$ cat config.mk
export PLATFORM = sky130hd
export DESIGN_NAME = smoke_level_hysteresis_alarm
export DESIGN_NICKNAME = d
export VERILOG_FILES = /design/src/design/slha_pkg.sv /design/src/design/slha_divider.sv /design/src/design/smoke_level_hysteresis_alarm.sv
export SDC_FILE = /design/constraint.sdc
export NUM_CORES = 2
export LEC_CHECK = 0
export ABC_AREA = 1
export ABC_CLOCK_PERIOD_IN_PS = 8600
export BUFFER_PORTS_ARGS = -buffer_cell sky130_fd_sc_hd__buf_2
export CAP_MARGIN = 30
export CORE_ASPECT_RATIO = 1.1
export CORE_UTILIZATION = 40
export DETAILED_ROUTE_END_ITERATION = 7
export SLEW_MARGIN = 20
export SYNTH_ARGS = -nofsm -noshare
export SYNTH_HDL_FRONTEND = slang
export SYNTH_SLANG_ARGS = --single-unit
$ cat constraint.sdc
create_clock -name clk -period 8.6 [get_ports clk]
set_input_delay 1.29 -clock clk [delete_from_list [all_inputs] [get_ports clk]]
set_output_delay 1.29 -clock clk [all_outputs]
set_load 0.02 [all_outputs]
$ cat src/design/slha_pkg.sv
// ----------------------------------------------------------------------------
// slha_pkg: shared types and constants for the smoke level alarm
// Command codes, register indexes, coefficients and the sequencer states.
// ----------------------------------------------------------------------------
package slha_pkg;

    // Fixed widths of the configuration port and of the result level.
    localparam int CFG_IDX_W  = 2;
    localparam int CFG_DATA_W = 26;
    localparam int CONC_W     = 26;
    localparam int THR_W      = 26;
    localparam int FACTOR_W   = 16;
    localparam int COUNT_W    = 16;

    // EMA coefficients in Q0.16: alpha = 0.2 and one minus alpha.
    localparam int COEF_W = 16;
    localparam logic [COEF_W-1:0] ALPHA_Q16           = 16'd13107;
    localparam logic [COEF_W-1:0] ONE_MINUS_ALPHA_Q16 = 16'd52429;

    // Register reset values.
    localparam logic [FACTOR_W-1:0] SCALE_RESET  = 16'd1966;
    localparam logic [THR_W-1:0]    THRESH_RESET = 26'd12800;
    localparam logic [THR_W-1:0]    BAND_RESET   = 26'd1280;
    localparam logic [COUNT_W-1:0]  CALIB_RESET  = 16'd64;

    // Command codes.
    localparam logic [1:0] CMD_MEASURE  = 2'd0;
    localparam logic [1:0] CMD_CALIB    = 2'd1;
    localparam logic [1:0] CMD_READ_CLR = 2'd2;
    localparam logic [1:0] CMD_CLEAR    = 2'd3;

    // Register indexes.
    localparam logic [CFG_IDX_W-1:0] REG_SCALE  = 2'd0;
    localparam logic [CFG_IDX_W-1:0] REG_THRESH = 2'd1;
    localparam logic [CFG_IDX_W-1:0] REG_BAND   = 2'd2;
    localparam logic [CFG_IDX_W-1:0] REG_CALIB  = 2'd3;

    typedef enum logic [3:0] {
        ST_IDLE,
        ST_EMA_X,
        ST_EMA_F,
        ST_EMA_SUM,
        ST_DIFF,
        ST_SCALE,
        ST_ROUND,
        ST_COMPARE,
        ST_CAL_ADD,
        ST_CAL_CHECK,
        ST_CAL_DIV,
        ST_FINISH
    } state_t;

endpackage

$ cat src/design/slha_divider.sv
// ----------------------------------------------------------------------------
// slha_divider: restoring unsigned divider
// Produces one quotient bit per cycle; done pulses when the quotient is ready.
// ----------------------------------------------------------------------------
module slha_divider #(
    parameter int DIVIDEND_W = 43,
    parameter int DIVISOR_W  = 16
) (
    input  logic                  clk,
    input  logic                  rst_n,
    input  logic                  start,
    input  logic [DIVIDEND_W-1:0] dividend,
    input  logic [DIVISOR_W-1:0]  divisor,
    output logic                  done,
    output logic [DIVIDEND_W-1:0] quotient
);

    localparam int CNT_W = $clog2(DIVIDEND_W + 1);

    logic [DIVIDEND_W-1:0] quo_reg, quo_next;
    logic [DIVISOR_W-1:0]  rem_reg, rem_next;
    logic [DIVISOR_W-1:0]  dsr_reg, dsr_next;
    logic [CNT_W-1:0]      cnt_reg, cnt_next;
    logic                  busy_reg, busy_next;
    logic                  done_reg, done_next;
    logic [DIVISOR_W:0]    trial;
    logic [DIVISOR_W:0]    trial_diff;

    always_comb
    begin
        quo_next   = quo_reg;
        rem_next   = rem_reg;
        dsr_next   = dsr_reg;
        cnt_next   = cnt_reg;
        busy_next  = busy_reg;
        done_next  = 1'b0;
        trial      = {rem_reg, quo_reg[DIVIDEND_W-1]};
        trial_diff = trial - {1'b0, dsr_reg};

        if (start)
        begin
            quo_next  = dividend;
            rem_next  = '0;
            dsr_next  = divisor;
            cnt_next  = CNT_W'(DIVIDEND_W);
            busy_next = 1'b1;
        end
        else if (busy_reg)
        begin
            // Shift the next dividend bit into the remainder and try a subtract.
            if (trial >= {1'b0, dsr_reg})
            begin
                rem_next = trial_diff[DIVISOR_W-1:0];
                quo_next = {quo_reg[DIVIDEND_W-2:0], 1'b1};
            end
            else
            begin
                rem_next = trial[DIVISOR_W-1:0];
                quo_next = {quo_reg[DIVIDEND_W-2:0], 1'b0};
            end
            cnt_next = cnt_reg - CNT_W'(1);
            if (cnt_reg == CNT_W'(1))
            begin
                busy_next = 1'b0;
                done_next = 1'b1;
            end
        end
    end

    always_ff @(posedge clk or negedge rst_n)
    begin
        if (!rst_n)
        begin
            cnt_reg  <= '0;
            busy_reg <= 1'b0;
            done_reg <= 1'b0;
        end
        else
        begin
            cnt_reg  <= cnt_next;
            busy_reg <= busy_next;
            done_reg <= done_next;
        end
    end

    always_ff @(posedge clk)
    begin
        quo_reg <= quo_next;
        rem_reg <= rem_next;
        dsr_reg <= dsr_next;
    end

    assign done     = done_reg;
    assign quotient = quo_reg;

endmodule

$ cat src/design/smoke_level_hysteresis_alarm.sv
// ----------------------------------------------------------------------------
// smoke_level_hysteresis_alarm: filtered smoke level with hysteresis alarm
// EMA filter, baseline calibration, scaling and alarm comparator, built
// around one shared multiplier and a serial divider under a sequencer.
// ----------------------------------------------------------------------------
// Steps from input transfer to result valid: a measure runs EMA_X, EMA_F,
// EMA_SUM, DIFF, SCALE, ROUND and COMPARE; a calibration sample CAL_ADD and
// CAL_CHECK; calibration completion also CAL_DIV, set by the bit-serial divider;
// a trigger read or clear goes straight to FINISH. One item at a time; the next
// item is accepted the cycle after the result is loaded into the output register.
// Reset is asynchronous: state and flags clear, registers take their defaults.
module smoke_level_hysteresis_alarm
    import slha_pkg::*;
#(
    parameter int SAMPLE_BITS = 18,
    parameter int FRAC_BITS   = 8
) (
    input  logic                   clk,
    input  logic                   rst_n,

    input  logic                   in_valid,
    output logic                   in_stall,
    input  logic [1:0]             cmd,
    input  logic [SAMPLE_BITS-1:0] sample,
    input  logic                   sample_valid,

    output logic                   out_valid,
    input  logic                   out_stall,
    output logic [CONC_W-1:0]      concentration,
    output logic                   alarm_active,
    output logic                   trigger_seen,
    output logic                   calibration_done,

    input  logic                   cfg_valid,
    output logic                   cfg_ready,
    input  logic [CFG_IDX_W-1:0]   cfg_index,
    input  logic [CFG_DATA_W-1:0]  cfg_data
);

    localparam int LEVEL_BITS = SAMPLE_BITS + FRAC_BITS;
    localparam int SUM_W      = SAMPLE_BITS + 16;
    localparam int PROD_W     = LEVEL_BITS + COEF_W;
    localparam int ACC_W      = PROD_W + 1;
    localparam int DIV_W      = SUM_W + FRAC_BITS + 1;
    localparam int CMP_W      = ((LEVEL_BITS > THR_W) ? LEVEL_BITS : THR_W) + 1;
    localparam logic [ACC_W-1:0] ROUND_HALF = ACC_W'(1) << (COEF_W - 1);
    localparam logic [LEVEL_BITS:0] FRAC_HALF = (LEVEL_BITS + 1)'(1) << (FRAC_BITS - 1);

    state_t state_reg, state_next;

    // Configuration registers.
    logic [FACTOR_W-1:0] scale_reg, scale_next;
    logic [THR_W-1:0]    thr_reg, thr_next;
    logic [THR_W-1:0]    band_reg, band_next;
    logic [COUNT_W-1:0]  calib_n_reg, calib_n_next;

    // Persistent state.
    logic [LEVEL_BITS-1:0] filt_reg, filt_next;
    logic [LEVEL_BITS-1:0] base_reg, base_next;
    logic                  alarm_reg, alarm_next;
    logic                  latch_reg, latch_next;
    logic [SUM_W-1:0]      sum_reg, sum_next;
    logic [COUNT_W-1:0]    count_reg, count_next;

    // Working registers.
    logic                  sval_reg, sval_next;
    logic [LEVEL_BITS-1:0] x_reg, x_next;
    logic [PROD_W-1:0]     prod_reg, prod_next;
    logic [ACC_W-1:0]      acc_reg, acc_next;
    logic [LEVEL_BITS-1:0] conc_reg, conc_next;
    logic                  seen_reg, seen_next;
    logic                  cdone_reg, cdone_next;

    // Output register.
    logic                  ov_reg, ov_next;
    logic [CONC_W-1:0]     oconc_reg, oconc_next;
    logic                  oalarm_reg, oalarm_next;
    logic                  oseen_reg, oseen_next;
    logic                  odone_reg, odone_next;

    // Shared multiplier and scratch values.
    logic [LEVEL_BITS-1:0] mul_a;
    logic [COEF_W-1:0]     mul_b;
    logic [PROD_W-1:0]     mul_p;
    logic [ACC_W-1:0]      ema_sum;
    logic [ACC_W-1:0]      scaled;
    logic [LEVEL_BITS:0]   filt_round;
    logic [SAMPLE_BITS:0]  filt_int;
    logic [SAMPLE_BITS-1:0] cal_sample;
    logic [COUNT_W-1:0]    need;
    logic [CMP_W-1:0]      conc_c, thr_c, band_c;

    logic                  div_start;
    logic [DIV_W-1:0]      div_dividend;
    logic                  div_done;
    logic [DIV_W-1:0]      div_quotient;

    logic                  in_xfer;
    logic                  out_free;

    assign mul_p    = mul_a * mul_b;
    assign in_xfer  = in_valid && (state_reg == ST_IDLE);
    assign out_free = !ov_reg || !out_stall;

    slha_divider #(
        .DIVIDEND_W (DIV_W),
        .DIVISOR_W  (COUNT_W)
    ) u_divider (
        .clk      (clk),
        .rst_n    (rst_n),
        .start    (div_start),
        .dividend (div_dividend),
        .divisor  (count_reg),
        .done     (div_done),
        .quotient (div_quotient)
    );

    always_comb
    begin
        state_next   = state_reg;
        scale_next   = scale_reg;
        thr_next     = thr_reg;
        band_next    = band_reg;
        calib_n_next = calib_n_reg;
        filt_next    = filt_reg;
        base_next    = base_reg;
        alarm_next   = alarm_reg;
        latch_next   = latch_reg;
        sum_next     = sum_reg;
        count_next   = count_reg;
        sval_next    = sval_reg;
        x_next       = x_reg;
        prod_next    = prod_reg;
        acc_next     = acc_reg;
        conc_next    = conc_reg;
        seen_next    = seen_reg;
        cdone_next   = cdone_reg;
        ov_next      = ov_reg;
        oconc_next   = oconc_reg;
        oalarm_next  = oalarm_reg;
        oseen_next   = oseen_reg;
        odone_next   = odone_reg;
        mul_a        = '0;
        mul_b        = '0;
        div_start    = 1'b0;
        div_dividend = DIV_W'({sum_reg, {FRAC_BITS{1'b0}}}) + DIV_W'(count_reg >> 1);
        ema_sum      = acc_reg + ACC_W'(prod_reg);
        scaled       = ACC_W'(prod_reg) + ROUND_HALF;
        filt_round   = (LEVEL_BITS + 1)'(filt_reg) + FRAC_HALF;
        filt_int     = filt_round[FRAC_BITS +: SAMPLE_BITS + 1];
        need         = (calib_n_reg == '0) ? COUNT_W'(1) : calib_n_reg;
        conc_c       = CMP_W'(conc_reg);
        thr_c        = CMP_W'(thr_reg);
        band_c       = CMP_W'(band_reg);

        // A timed-out reading during calibration uses the rounded filter value.
        if (sval_reg)
        begin
            cal_sample = x_reg[FRAC_BITS +: SAMPLE_BITS];
        end
        else if (filt_int[SAMPLE_BITS])
        begin
            cal_sample = '1;
        end
        else
        begin
            cal_sample = filt_int[SAMPLE_BITS-1:0];
        end

        if (ov_reg && !out_stall)
        begin
            ov_next = 1'b0;
        end

        if (cfg_valid)
        begin
            case (cfg_index)
                REG_SCALE:  scale_next   = cfg_data[FACTOR_W-1:0];
                REG_THRESH: thr_next     = cfg_data[THR_W-1:0];
                REG_BAND:   band_next    = cfg_data[THR_W-1:0];
                REG_CALIB:  calib_n_next = cfg_data[COUNT_W-1:0];
                default:    ;
            endcase
        end

        case (state_reg)
            ST_IDLE:
            begin
                if (in_xfer)
                begin
                    sval_next = sample_valid;
                    x_next    = sample_valid ? {sample, {FRAC_BITS{1'b0}}} : filt_reg;
                    case (cmd)
                        CMD_MEASURE: state_next = ST_EMA_X;
                        CMD_CALIB:   state_next = ST_CAL_ADD;
                        default:
                        begin
                            seen_next  = latch_reg;
                            latch_next = 1'b0;
                            conc_next  = '0;
                            cdone_next = 1'b0;
                            state_next = ST_FINISH;
                        end
                    endcase
                end
            end
            ST_EMA_X:
            begin
                mul_a      = x_reg;
                mul_b      = ALPHA_Q16;
                prod_next  = mul_p;
                state_next = ST_EMA_F;
            end
            ST_EMA_F:
            begin
                acc_next   = ACC_W'(prod_reg) + ROUND_HALF;
                mul_a      = filt_reg;
                mul_b      = ONE_MINUS_ALPHA_Q16;
                prod_next  = mul_p;
                state_next = ST_EMA_SUM;
            end
            ST_EMA_SUM:
            begin
                filt_next  = ema_sum[COEF_W +: LEVEL_BITS];
                state_next = ST_DIFF;
            end
            ST_DIFF:
            begin
                x_next     = (filt_reg > base_reg) ? filt_reg - base_reg : '0;
                state_next = ST_SCALE;
            end
            ST_SCALE:
            begin
                mul_a      = x_reg;
                mul_b      = scale_reg;
                prod_next  = mul_p;
                state_next = ST_ROUND;
            end
            ST_ROUND:
            begin
                conc_next  = scaled[COEF_W +: LEVEL_BITS];
                state_next = ST_COMPARE;
            end
            ST_COMPARE:
            begin
                // Release only once the level sits a full band below threshold.
                seen_next = latch_reg;
                if (!alarm_reg && (conc_c > thr_c))
                begin
                    alarm_next = 1'b1;
                    latch_next = 1'b1;
                    seen_next  = 1'b1;
                end
                else if (alarm_reg && (conc_c + band_c <= thr_c))
                begin
                    alarm_next = 1'b0;
                end
                cdone_next = 1'b0;
                state_next = ST_FINISH;
            end
            ST_CAL_ADD:
            begin
                sum_next   = sum_reg + SUM_W'(cal_sample);
                count_next = (count_reg == '1) ? count_reg : count_reg + COUNT_W'(1);
                state_next = ST_CAL_CHECK;
            end
            ST_CAL_CHECK:
            begin
                if (count_reg >= need)
                begin
                    div_start  = 1'b1;
                    state_next = ST_CAL_DIV;
                end
                else
                begin
                    seen_next  = latch_reg;
                    conc_next  = '0;
                    cdone_next = 1'b0;
                    state_next = ST_FINISH;
                end
            end
            ST_CAL_DIV:
            begin
                if (div_done)
                begin
                    base_next  = div_quotient[LEVEL_BITS-1:0];
                    filt_next  = div_quotient[LEVEL_BITS-1:0];
                    sum_next   = '0;
                    count_next = '0;
                    seen_next  = latch_reg;
                    conc_next  = '0;
                    cdone_next = 1'b1;
                    state_next = ST_FINISH;
                end
            end
            ST_FINISH:
            begin
                if (out_free)
                begin
                    ov_next     = 1'b1;
                    oconc_next  = CONC_W'(conc_reg);
                    oalarm_next = alarm_reg;
                    oseen_next  = seen_reg;
                    odone_next  = cdone_reg;
                    state_next  = ST_IDLE;
                end
            end
            default:
            begin
                state_next = ST_IDLE;
            end
        endcase
    end

    always_ff @(posedge clk or negedge rst_n)
    begin
        if (!rst_n)
        begin
            state_reg   <= ST_IDLE;
            scale_reg   <= SCALE_RESET;
            thr_reg     <= THRESH_RESET;
            band_reg    <= BAND_RESET;
            calib_n_reg <= CALIB_RESET;
            filt_reg    <= '0;
            base_reg    <= '0;
            alarm_reg   <= 1'b0;
            latch_reg   <= 1'b0;
            sum_reg     <= '0;
            count_reg   <= '0;
            ov_reg      <= 1'b0;
        end
        else
        begin
            state_reg   <= state_next;
            scale_reg   <= scale_next;
            thr_reg     <= thr_next;
            band_reg    <= band_next;
            calib_n_reg <= calib_n_next;
            filt_reg    <= filt_next;
            base_reg    <= base_next;
            alarm_reg   <= alarm_next;
            latch_reg   <= latch_next;
            sum_reg     <= sum_next;
            count_reg   <= count_next;
            ov_reg      <= ov_next;
        end
    end

    always_ff @(posedge clk)
    begin
        sval_reg   <= sval_next;
        x_reg      <= x_next;
        prod_reg   <= prod_next;
        acc_reg    <= acc_next;
        conc_reg   <= conc_next;
        seen_reg   <= seen_next;
        cdone_reg  <= cdone_next;
        oconc_reg  <= oconc_next;
        oalarm_reg <= oalarm_next;
        oseen_reg  <= oseen_next;
        odone_reg  <= odone_next;
    end

    assign in_stall         = (state_reg != ST_IDLE);
    assign cfg_ready        = 1'b1;
    assign out_valid        = ov_reg;
    assign concentration    = oconc_reg;
    assign alarm_active     = oalarm_reg;
    assign trigger_seen     = oseen_reg;
    assign calibration_done = odone_reg;

endmodule

==> flow_summary.yaml <==
status:
  outcome: "finished with violations"
  failed_checks: "design-rule violations"
placement:
  place.gp.congestion: 0.9570
  preCtsSetupSlack_ns: 0.7189
  dpl_cell_area_mm2: 0.04506
  place_hpwl_mm: 109.6
  numPortBuffers: 84
power_and_ir_drop:
  power_density_mw_per_mm2: 107.2
  power_frac_clock_pct: 46.3
  p_sw_share_pct: 24.93
  p_comb_share_pct: 7.1
  leakage_nw: 23.89
  ir_drop_mv: 0.1217
  power.share.sequential_pct: 46.6
  p_int_mw: 3.778
  p_switching_mw: 1.255
route:
  drtPass1Iterations: 7
  viasPerCell: 5.209
  drt-wirelength-per-cell_um: 19.23
  route.detailed.drc: 36
  vias: 36870
  antenna_left: 0
  drtIter0Drc: 2775
  routed_wl_mm: 136.1
floorplanning:
  start_util_pct: 40.53
  rows: 125
  pin_count: 86
  fp.dieW_um: 314.8
  die-area_mm2: 0.1089
  die_y_um: 346.0
  core_mm2: 0.1062
cells_and_area:
  synthToLayoutAreaGrowth_pct: 9.094
  fillers: 10780
  final_util_pct: 44.21
  nNetsFinal: 6350
  largest_reg_flops: 43
  fin_area_mm2: 0.04695
  drive_gt1_share_pct: 5.722
global_route:
  grt_pass1_vias: 37090
  antenna_found_initial: 2
  grt_overflow: 0
  gr-usage-all-layers_pct: 25.12
  grt_pass1_wl_mm: 212.6
  grt_max_degree: 82
timing:
  finalMaxSlewViolations: 0
  clock_skew_ns: 0.01828
  rsz0062_at_grt: "no"
  fmax_ghz: 0.1239
  fin_ws_ns: 0.5273
  min_period_ns: 8.073
  holdWs_ns: 0.4420
  fin_tns_setup_ns: 0
  tightest_slew_ns: 0.9709
  setup_viol: 0
  fin_crit_sh_pct: 93.87
  slew_headroom_pct: 35.11
  finalHoldViolations: 0
synthesis:
  synth_fp_nets: 6286
  ys_warn_count: 0
  synth_seq_area_share_pct: 28.31
  post-synth-top-area-fraction_pct: 15.84
  synth.most_common_cell: "nand2_1"
  synth_commonest_cells: "1411 x nand2_1, 1079 x inv_1, 419 x nor2_1"
  synth_cell_types: 63
  synth_area_leader_cell: "edfxtp_1"
  syn_avg_cell_area_um2: 7.723
  syn_inst: 5573
  async_flop_share_pct: 45.27
  synth-seq-cells: 444
  yosys-top-cells-area: "edfxtp_1 16%, fa_1 16%, nand2_1 12%"
  synth_area_mm2: 0.04304
  synth_edf_count: 227
  ys.flop_type: "edfxtp_1"
worst_setup_path:
  path_max_fanout: 22
  path_delay_family: "adder cells"
  slowest_delay_ns: 0.62
  rrSetupSlack_ns: 0.53
  start_kind: "register"
  crit_path_end_kind: "register"
  path_buf_inv: 8
  worstPathRequired_ns: 8.96
  cp_data_arrival_time_ns: 8.44
  criticalPathCategory: "register to register"
  cp_slowest_cell: "fa_1"
run:
  cap_violations: 0
clock_network:
  clock_sinks: 444
  cts_resized: 0
  clockRootBuffer: "clkbuf_16"
  cts_buffers: 51
  htree_levels: 2
  clock_path_buffers: 3
  holdBufCountCts: 0
  clkLatencyLatePin_ns: 0.62
  clkTransAtPathRegs_ns: 0.06
  cts_setup_buffers: 0
  cts_tree: "done"
min_path:
  hold_path_class: "register to register"
## placed cells by master (no fill, tap or decap), types with 14 or more instances in the layout
| cell | Yosys | final |
|---|---|---|
| nand2_1 | 1411 | 1409 |
| inv_1 | 1079 | 1077 |
| buf_4 | 20 | 55 |
| a21oi_1 | 285 | 285 |
| dfstp_2 | 14 | 14 |
| o22ai_1 | 22 | 22 |
| nor4_1 | 21 | 21 |
| dfrtp_1 | 187 | 187 |
| xnor2_1 | 43 | 43 |
| ha_1 | 320 | 320 |
| nor3_1 | 73 | 73 |
| xor2_1 | 109 | 109 |
| fa_1 | 339 | 339 |
| dfxtp_1 | 16 | 16 |
| clkbuf_16 | 0 | 53 |
| edfxtp_1 | 227 | 227 |
| o21bai_1 | 25 | 25 |
| o211ai_1 | 14 | 14 |
| a31oi_1 | 14 | 14 |
| o21ai_0 | 371 | 369 |
| nand4_1 | 60 | 60 |
| nand3_1 | 220 | 217 |
| o22ai_2 | 20 | 20 |
| a21o_1 | 19 | 19 |
| o31ai_1 | 18 | 18 |
| buf_2 | 40 | 83 |
| nor2_1 | 419 | 416 |
## path summary, 6_finish.rpt
path,start,end,depth (start not counted)
max,state_reg[1],prod_reg[33],27
min,cdone_reg,calibration_done,0
max reg2reg,state_reg[1],prod_reg[33],27
min reg2reg,cdone_reg,calibration_done,0
max in group asynchronous,rst_n,base_reg[14],2
min in group asynchronous,rst_n,band_reg[22],1
## power by group through the flow
stage	logic (mW)	clock network [mW]	registers, mW
4_1_cts	0.360	2.38	2.34
3_5_place_dp	0.357	0	2.38
3_3_place_gp	0.346	0	2.38
2_1_floorplan	0.244	0	2.36
6_report	0.359	2.33	2.34
5_1_grt	0.421	2.45	2.35
## stage by stage
stage	cells	power (mW)
floorplan	5573	2.604
global placement	6972	2.730
detailed placement	6975	2.741
CTS	7071	5.080
global route	7077	5.218
finish	7079	5.033
## cells by family (layout without fill, tap and decap cells)
kind of cell	Yosys count	in the layout	share of synthesized area (%)
AOI/OAI and AO/OA	834	834	10.91
buffers and inverters	1232	1339	11.09
DFF	444	444	28.31
xor gates and xnor gates	152	152	3.093
other	1	3	0.008713
and+or+nand+nor	2251	2251	21.51
adders and majority gates	659	659	25.07
## area by class of cell
type	instances	area (um2)	area share [%]
Multi-Input combinational cell	3897	26120	55.64
Sequential cell	444	12180	25.95
Inverter	1095	4113	8.759
Tap cell	1397	1748	3.723
Clock buffer	60	1363	2.902
Timing Repair Buffer	148	1010	2.151
Clock inverter	36	406.6	0.8661
Antenna cell	2	5.005	0.01066
## layer usage
metal	vias to the layer above	global-route usage, %	share of wire (%)	wire length [um]
met2	1094	42.60	48	65630
met1	17770	33.11	43	58690
met5	-	0	0	0
met3	235	2.384	5.0	6842
met4	0	9.124	3.6	4940
li1	17770	-	-	-
Note: power is estimated with default switching activity, not from simulation.
